[src/hdl/catmull_rom_path_player_top_assert.svh]
// ---------------------------------------------------------------------------
// Catmull-Rom path player assertion macros
// Shared property templates for the path player's concurrent checks.
// ---------------------------------------------------------------------------
`ifndef CATMULL_ROM_PATH_PLAYER_TOP_ASSERT_SVH
`define CATMULL_ROM_PATH_PLAYER_TOP_ASSERT_SVH

// Checks that the consequent holds in the same cycle as the antecedent.
`define CRP_ASSERT_NOW(lbl, clk, rst_n, ante, cons, msg) \
    lbl: assert property (@(posedge clk) disable iff (!rst_n) (ante) |-> (cons)) \
        else $error(msg);

// Checks that the consequent holds in the cycle after the antecedent.
`define CRP_ASSERT_NEXT(lbl, clk, rst_n, ante, cons, msg) \
    lbl: assert property (@(posedge clk) disable iff (!rst_n) (ante) |=> (cons)) \
        else $error(msg);

`endif

[src/hdl/crp_pkg.sv]
// ---------------------------------------------------------------------------
// Catmull-Rom path player package
// Beat types, opcodes, result kinds and fixed arithmetic widths.
// ---------------------------------------------------------------------------
package crp_pkg;

    // Fixed field widths.
    localparam int unsigned COORD_W = 24;
    localparam int unsigned NCOORD  = 9;
    localparam int unsigned TIME_W  = 21;
    localparam int unsigned DT_W    = 16;
    localparam int unsigned FRAC_W  = 16;
    localparam int unsigned T_W     = FRAC_W + 1;

    // Spline datapath widths: the accumulator stays within 24 times a coordinate.
    localparam int unsigned SW = COORD_W + 5;
    localparam int unsigned PW = SW + T_W + 1;

    localparam logic [T_W-1:0]    T_ONE       = T_W'(1) << FRAC_W;
    localparam logic [TIME_W-1:0] TIME_MAX    = '1;
    localparam logic [TIME_W-1:0] LIMIT_RESET = TIME_W'(1310720);

    // Register word index of record_time_limit.
    localparam logic REG_RECORD_TIME_LIMIT = 1'b0;

    typedef enum logic [1:0] {
        OP_TICK   = 2'd0,
        OP_RECORD = 2'd1,
        OP_REMOVE = 2'd2,
        OP_START  = 2'd3
    } t_opcode;

    typedef enum logic [1:0] {
        KIND_NONE    = 2'd0,
        KIND_INTERP  = 2'd1,
        KIND_RESTORE = 2'd2,
        KIND_REJECT  = 2'd3
    } t_kind;

    typedef struct packed {
        t_opcode                   opcode;
        logic [DT_W-1:0]           delta_time;
        logic signed [COORD_W-1:0] pos_x;
        logic signed [COORD_W-1:0] pos_y;
        logic signed [COORD_W-1:0] pos_z;
        logic signed [COORD_W-1:0] fwd_x;
        logic signed [COORD_W-1:0] fwd_y;
        logic signed [COORD_W-1:0] fwd_z;
        logic signed [COORD_W-1:0] up_x;
        logic signed [COORD_W-1:0] up_y;
        logic signed [COORD_W-1:0] up_z;
    } t_in_beat;

    typedef struct packed {
        t_kind                     result_kind;
        logic signed [COORD_W-1:0] out_pos_x;
        logic signed [COORD_W-1:0] out_pos_y;
        logic signed [COORD_W-1:0] out_pos_z;
        logic signed [COORD_W-1:0] out_fwd_x;
        logic signed [COORD_W-1:0] out_fwd_y;
        logic signed [COORD_W-1:0] out_fwd_z;
        logic signed [COORD_W-1:0] out_up_x;
        logic signed [COORD_W-1:0] out_up_y;
        logic signed [COORD_W-1:0] out_up_z;
        logic                      is_playing;
    } t_out_beat;

endpackage

[src/hdl/crp_eval.sv]
// ---------------------------------------------------------------------------
// Catmull-Rom coordinate evaluator
// Evaluates one coordinate of the cubic by Horner steps on one multiplier.
// ---------------------------------------------------------------------------
module crp_eval (
    input  logic                               i_clk,
    input  logic                               i_rst_n,
    input  logic                               i_start,
    input  logic signed [crp_pkg::COORD_W-1:0] i_p0,
    input  logic signed [crp_pkg::COORD_W-1:0] i_p1,
    input  logic signed [crp_pkg::COORD_W-1:0] i_p2,
    input  logic signed [crp_pkg::COORD_W-1:0] i_p3,
    input  logic [crp_pkg::T_W-1:0]            i_t,
    output logic                               o_done,
    output logic signed [crp_pkg::COORD_W-1:0] o_result
);
    import crp_pkg::*;

    typedef enum logic [2:0] {
        E_IDLE = 3'b001,
        E_MUL  = 3'b010,
        E_ACC  = 3'b100
    } t_ev_state;

    t_ev_state            r_state;
    logic [1:0]           r_step;
    logic signed [SW-1:0] r_s;
    logic signed [SW-1:0] r_b;
    logic signed [SW-1:0] r_c;
    logic signed [SW-1:0] r_d;
    logic signed [PW-1:0] r_prod;

    logic signed [SW-1:0] e0, e1, e2, e3;
    logic signed [SW-1:0] coef_a, coef_b, coef_c, coef_d;
    logic signed [PW-1:0] rnd;
    logic signed [PW-1:0] rnd_sh;
    logic signed [SW-1:0] term;
    logic signed [SW-1:0] acc;
    logic signed [SW-1:0] half;
    logic signed [COORD_W-1:0] sat_val;

    // Sign-extended control points and the cubic's coefficients.
    assign e0 = {{(SW-COORD_W){i_p0[COORD_W-1]}}, i_p0};
    assign e1 = {{(SW-COORD_W){i_p1[COORD_W-1]}}, i_p1};
    assign e2 = {{(SW-COORD_W){i_p2[COORD_W-1]}}, i_p2};
    assign e3 = {{(SW-COORD_W){i_p3[COORD_W-1]}}, i_p3};
    assign coef_a = e3 - e0 + (e1 <<< 1) + e1 - (e2 <<< 1) - e2;
    assign coef_b = (e0 <<< 1) - (e1 <<< 2) - e1 + (e2 <<< 2) - e3;
    assign coef_c = e2 - e0;
    assign coef_d = e1 <<< 1;

    // Round the product by 2^-16, half up, and add the next term.
    assign rnd    = r_prod + PW'(32768);
    assign rnd_sh = rnd >>> FRAC_W;
    always_comb begin
        case (r_step)
            2'd0:    term = r_b;
            2'd1:    term = r_c;
            default: term = r_d;
        endcase
    end
    assign acc  = rnd_sh[SW-1:0] + term;
    assign half = (acc + SW'(1)) >>> 1;

    // Saturate the halved sum to the coordinate range.
    always_comb begin
        if (half[SW-1:COORD_W-1] == '0 || half[SW-1:COORD_W-1] == '1) begin
            sat_val = half[COORD_W-1:0];
        end else if (half[SW-1]) begin
            sat_val = {1'b1, {(COORD_W-1){1'b0}}};
        end else begin
            sat_val = {1'b0, {(COORD_W-1){1'b1}}};
        end
    end

    // Horner sequencer: multiply, then round and accumulate, three times.
    always_ff @(posedge i_clk) begin
        if (!i_rst_n) begin
            r_state <= E_IDLE;
            r_step  <= 2'd0;
            o_done  <= 1'b0;
        end else begin
            o_done <= (r_state == E_ACC) && (r_step == 2'd2);
            case (r_state)
                E_IDLE: begin
                    if (i_start) begin
                        r_s     <= coef_a;
                        r_b     <= coef_b;
                        r_c     <= coef_c;
                        r_d     <= coef_d;
                        r_step  <= 2'd0;
                        r_state <= E_MUL;
                    end
                end
                E_MUL: begin
                    r_prod  <= r_s * $signed({1'b0, i_t});
                    r_state <= E_ACC;
                end
                E_ACC: begin
                    r_s <= acc;
                    if (r_step == 2'd2) begin
                        o_result <= sat_val;
                        r_state  <= E_IDLE;
                    end else begin
                        r_step  <= r_step + 2'd1;
                        r_state <= E_MUL;
                    end
                end
                default: r_state <= E_IDLE;
            endcase
        end
    end

endmodule
[config.mk]
export PLATFORM = sky130hd
export DESIGN_NAME = crp_eval
export DESIGN_NICKNAME = d
export VERILOG_FILES = /design/src/hdl/catmull_rom_path_player_top_assert.svh /design/src/hdl/crp_pkg.sv /design/src/hdl/crp_eval.sv
export SDC_FILE = /design/constraint.sdc
export NUM_CORES = 2
export LEC_CHECK = 0
export BUFFER_PORTS_ARGS = -buffer_cell sky130_fd_sc_hd__clkbuf_2
export CORE_MARGIN = 4
export CORE_UTILIZATION = 65
export DETAILED_ROUTE_END_ITERATION = 7
export HOLD_SLACK_MARGIN = 0.02
export PLACE_DENSITY = 0.81
export SYNTH_ARGS = -nofsm -noshare
export SYNTH_HDL_FRONTEND = slang
export SYNTH_SLANG_ARGS = --single-unit
[constraint.sdc]
create_clock -name i_clk -period 8 [get_ports i_clk]
set_input_delay 0.4 -clock i_clk [delete_from_list [all_inputs] [get_ports i_clk]]
set_output_delay 0.4 -clock i_clk [all_outputs]
set_load 0.01 [all_outputs]
==> reports/results.txt <==
Result of the run -> finished clean
Clock-pin slew on the worst setup and hold paths -> 70 ps
Adder-cell share of the synthesized area -> 47.4%
Highest clock frequency the design can meet -> 140 MHz
Warnings, synthesis -> 0
H-tree levels -> 4
Count of filler cells inserted in the layout -> 3,706
Post-detailed-routing wire length -> 79,400 um
Number of setup buffers added after CTS -> 0
Unrepaired setup endpoints after global routing -> false
Insertion delay to the later sink of the worst-skew pair -> 460 ps
Placer's final routability congestion estimate -> 0.931
Via-per-instance ratio -> 5.69
Avg Inst Size Synth -> 9.66 um^2
Routed wire per std cell -> 19.1 um
CTS sink count -> 167
Placement Rows -> 81
Multiplexer share of the synthesized area -> 0.0649%
Maximum number of pins on one net before global-route repair -> 80
Vias in the first global route -> 26,000
Period Utilization, post-route -> 89.5%
Gate count of the mapped netlist -> 3,392
Number of hold buffers added after cts -> 0
Number of DRC violations after detailed-routing iteration 0 -> 1,670
Count of maximum capacitance violations -> 0
Final Critical Period -> 7160 ps
# nets final -> 4,451
Critical Path Start Type -> flop
Clock tree from TritonCTS -> done
Final hold vios -> 0
Cell taking the most area after synthesis -> sky130_fd_sc_hd__fa_1
Die width -> 232 um
First-pass GRT wire length -> 132,000 um
Final setup violation count -> 0
Kind of end point of the critical path -> flop
Post-synthesis share of cell area spent on and, or, nand and nor gates -> 14.5%
Post-synth top area share -> 38.9%
Number of diodes added for antenna fixing -> 0
Post-route DRC violation count -> 0
Initial standard-cell utilization of the core -> 66.4%
Post_cts resized -> 0
Number of buffers on the longest clock path -> 2
Residual overflow from global routing -> 0
Main area contributors after synthesis -> sky130_fd_sc_hd__fa_1 (39%), sky130_fd_sc_hd__edfxtp_1 (15%), sky130_fd_sc_hd__inv_1 (8.7%), sky130_fd_sc_hd__ha_1 (8.6%), sky130_fd_sc_hd__and2_1 (5.4%)
HPWL Detailed -> 66,300 um
Skew final -> 10.2 ps
Synthesized-area fraction occupied by ao, oa, aoi and oai cells -> 8.12%
Total global-route track usage -> 30.8%
Vertical extent of the die -> 232 um
Dominant combinational cell family by area after synthesis -> adder cells
Number of distinct library cell variants in the gate-level netlist after synthesis -> 84
Cell area after synthesis -> 32,800 um^2
Maximum fanout encountered on the critical timing path -> 17
Part of the Yosys area used for sequential elements -> 15.1%
CTS buffer count -> 17
Ports placed on the boundary -> 141
Ys flop type -> sky130_fd_sc_hd__edfxtp_1
Final total negative setup slack -> 0 ps
Total via count after detailed routing -> 23,600
Type of the setup path with the least slack -> flop to flop
Required arrival time at the worst endpoint -> 8200 ps
Root Buffer -> sky130_fd_sc_hd__clkbuf_16
Total count of max-transition violations in the final report -> 0
Net count of the mapped netlist -> 4,368
Max transition margin -> 32.0%
Worst hold-check path type -> input port to flop
Async set-reset flop share out of synthesis -> 0%
Number of enable-type register cells in the synthesized netlist -> 161
Die area -> 54,000 um^2
Antenna violations before repair -> 0
Fraction of layout cells with a size suffix above 1 -> 7.22%
Data arrival, critical path -> 7360 ps
Placeable core region -> 49,400 um^2
Yosys reg bits -> 167
Count of buffers from port buffering -> 140
Number of detailed-route iterations in the first pass -> 6
Area Growth Syn to Fin -> 6.05%
Xor and xnor fraction of the mapped netlist area -> 4.73%
Final antenna-violating net count -> 0
Transition time at the pin with the least slew margin -> 1020 ps
==> synthesized netlist by cell type, types with 6 or more instances <==
cell type and n:
sky130_fd_sc_hd__clkbuf_1 96, sky130_fd_sc_hd__a31oi_1 16, sky130_fd_sc_hd__o211ai_1 8, sky130_fd_sc_hd__nor3_1 33, sky130_fd_sc_hd__or3_1 14, sky130_fd_sc_hd__a22oi_1 26, sky130_fd_sc_hd__o21bai_1 15, sky130_fd_sc_hd__and2_1 281
sky130_fd_sc_hd__fa_1 636, sky130_fd_sc_hd__a21oi_1 99, sky130_fd_sc_hd__and4_1 9, sky130_fd_sc_hd__nor2_1 87, sky130_fd_sc_hd__nand2b_1 19, sky130_fd_sc_hd__xnor2_1 124, sky130_fd_sc_hd__nand2_1 347, sky130_fd_sc_hd__xor2_1 51
sky130_fd_sc_hd__dfxtp_1 6, sky130_fd_sc_hd__nor2b_1 16, sky130_fd_sc_hd__a21oi_2 19, sky130_fd_sc_hd__nand4_1 9, sky130_fd_sc_hd__a211oi_1 12, sky130_fd_sc_hd__ha_1 224, sky130_fd_sc_hd__buf_2 9, sky130_fd_sc_hd__o21ai_0 53
sky130_fd_sc_hd__and3_1 34, sky130_fd_sc_hd__nand3_1 44, sky130_fd_sc_hd__a211o_1 11, sky130_fd_sc_hd__a21o_1 48, sky130_fd_sc_hd__inv_1 763, sky130_fd_sc_hd__o21a_1 27, sky130_fd_sc_hd__edfxtp_1 161
==> final timing paths <==
kind | slack [ps] | from | cells past startpoint | to
worst max-delay path | 840 | r_s[7]$_DFFE_PP_ | 27 | r_prod[43]$_DFFE_PP_
worst min-delay path | 220 | i_p1[23] | 1 | r_d[24]$_DFFE_PP_
worst max register to register | 840 | r_s[7]$_DFFE_PP_ | 27 | r_prod[43]$_DFFE_PP_
worst min register to register | 550 | r_state[2]$_SDFFE_PN0P_ | 1 | r_state[2]$_SDFFE_PN0P_
==> metrics by stage <==
step	worst slack (ps)	hold slack [ps]	instances	utilization, %	cell area [um^2]
after floorplan	1180	445	3392	-	32800
after global placement	848	520	4120	69.1	34100
after detailed placement	785	541	4120	69.1	34100
after CTS	884	204	4152	70.4	34700
after global routing	471	214	4152	70.4	34700
final	842	216	4152	70.4	34700
==> cell families after synthesis <==
group           count (synthesis)
simple gates                  924
buf+inv                       872
fa+ha+maj                     860
compound gates                391
xor+xnor                      176
flops                         167
mux                             2
==> cells in the final DEF, fill, tap and decap left out, types with 27 or more instances in the layout <==
cell type                    n
sky130_fd_sc_hd__a21oi_1    99
sky130_fd_sc_hd__edfxtp_1  161
sky130_fd_sc_hd__fa_1      636
sky130_fd_sc_hd__o21ai_0    53
sky130_fd_sc_hd__clkbuf_2  140
sky130_fd_sc_hd__and3_1     34
sky130_fd_sc_hd__xnor2_1   124
sky130_fd_sc_hd__buf_4      33
sky130_fd_sc_hd__xor2_1     51
sky130_fd_sc_hd__and2_1    280
sky130_fd_sc_hd__a21o_1     48
sky130_fd_sc_hd__ha_1      224
sky130_fd_sc_hd__nand3_1    44
sky130_fd_sc_hd__nor3_1     32
sky130_fd_sc_hd__nand2_1   347
sky130_fd_sc_hd__inv_1     763
sky130_fd_sc_hd__nor2_1     86
sky130_fd_sc_hd__o21a_1     27
==> registers in the layout, summed over array words and instances (netlist names) <==
signal	flops
r_prod	30
r_b	29
r_s	29
r_c	25
o_result	24
r_d	24
r_state	3
r_step	2
o_done	1
==> per-layer routing <==
metal  part of all wire, %  up-vias  wire [um]  global-route usage (%)
met5                     0        -          0                       0
met4                   3.4        0       2690                    10.1
met3                   6.8      188       5430                    5.06
met2                    49      881      39000                    51.9
met1                    41    11900      32300                    41.1
li1                      -    10700          -                       -
==> critical path, cell delays in order (launching register included) <==
cell	delay [ps]
sky130_fd_sc_hd__edfxtp_1	760
sky130_fd_sc_hd__nand2_1	200
sky130_fd_sc_hd__fa_1	560
sky130_fd_sc_hd__inv_1	60
sky130_fd_sc_hd__fa_1	500
sky130_fd_sc_hd__inv_1	60
sky130_fd_sc_hd__fa_1	530
sky130_fd_sc_hd__inv_1	50
sky130_fd_sc_hd__fa_1	380
sky130_fd_sc_hd__fa_1	520
sky130_fd_sc_hd__inv_1	60
sky130_fd_sc_hd__fa_1	480
sky130_fd_sc_hd__inv_1	50
sky130_fd_sc_hd__ha_1	330
sky130_fd_sc_hd__a21o_1	210
sky130_fd_sc_hd__a21oi_1	150
sky130_fd_sc_hd__nor2b_1	60
sky130_fd_sc_hd__o21ai_0	150
sky130_fd_sc_hd__a21oi_1	100
sky130_fd_sc_hd__o31ai_1	240
sky130_fd_sc_hd__buf_4	180
sky130_fd_sc_hd__o211ai_1	160
sky130_fd_sc_hd__and3_1	210
sky130_fd_sc_hd__o21a_1	220
sky130_fd_sc_hd__o41ai_1	270
sky130_fd_sc_hd__buf_4	190
sky130_fd_sc_hd__o21bai_1	80
sky130_fd_sc_hd__xor2_1	150
==> area by class of cell <==
class | count | area [um^2] | area share [%]
Sequential cell | 167 | 4950 | 14.3
Inverter | 763 | 2860 | 8.25
Timing Repair Buffer | 173 | 948 | 2.73
Clock buffer | 19 | 443 | 1.28
Multi-Input combinational cell | 2353 | 24500 | 70.6
Tap cell | 664 | 831 | 2.39
Clock inverter | 13 | 169 | 0.486
Power is not shown: default switching activity piles up to over one toggle a cycle in this logic, so the estimate is an artifact.
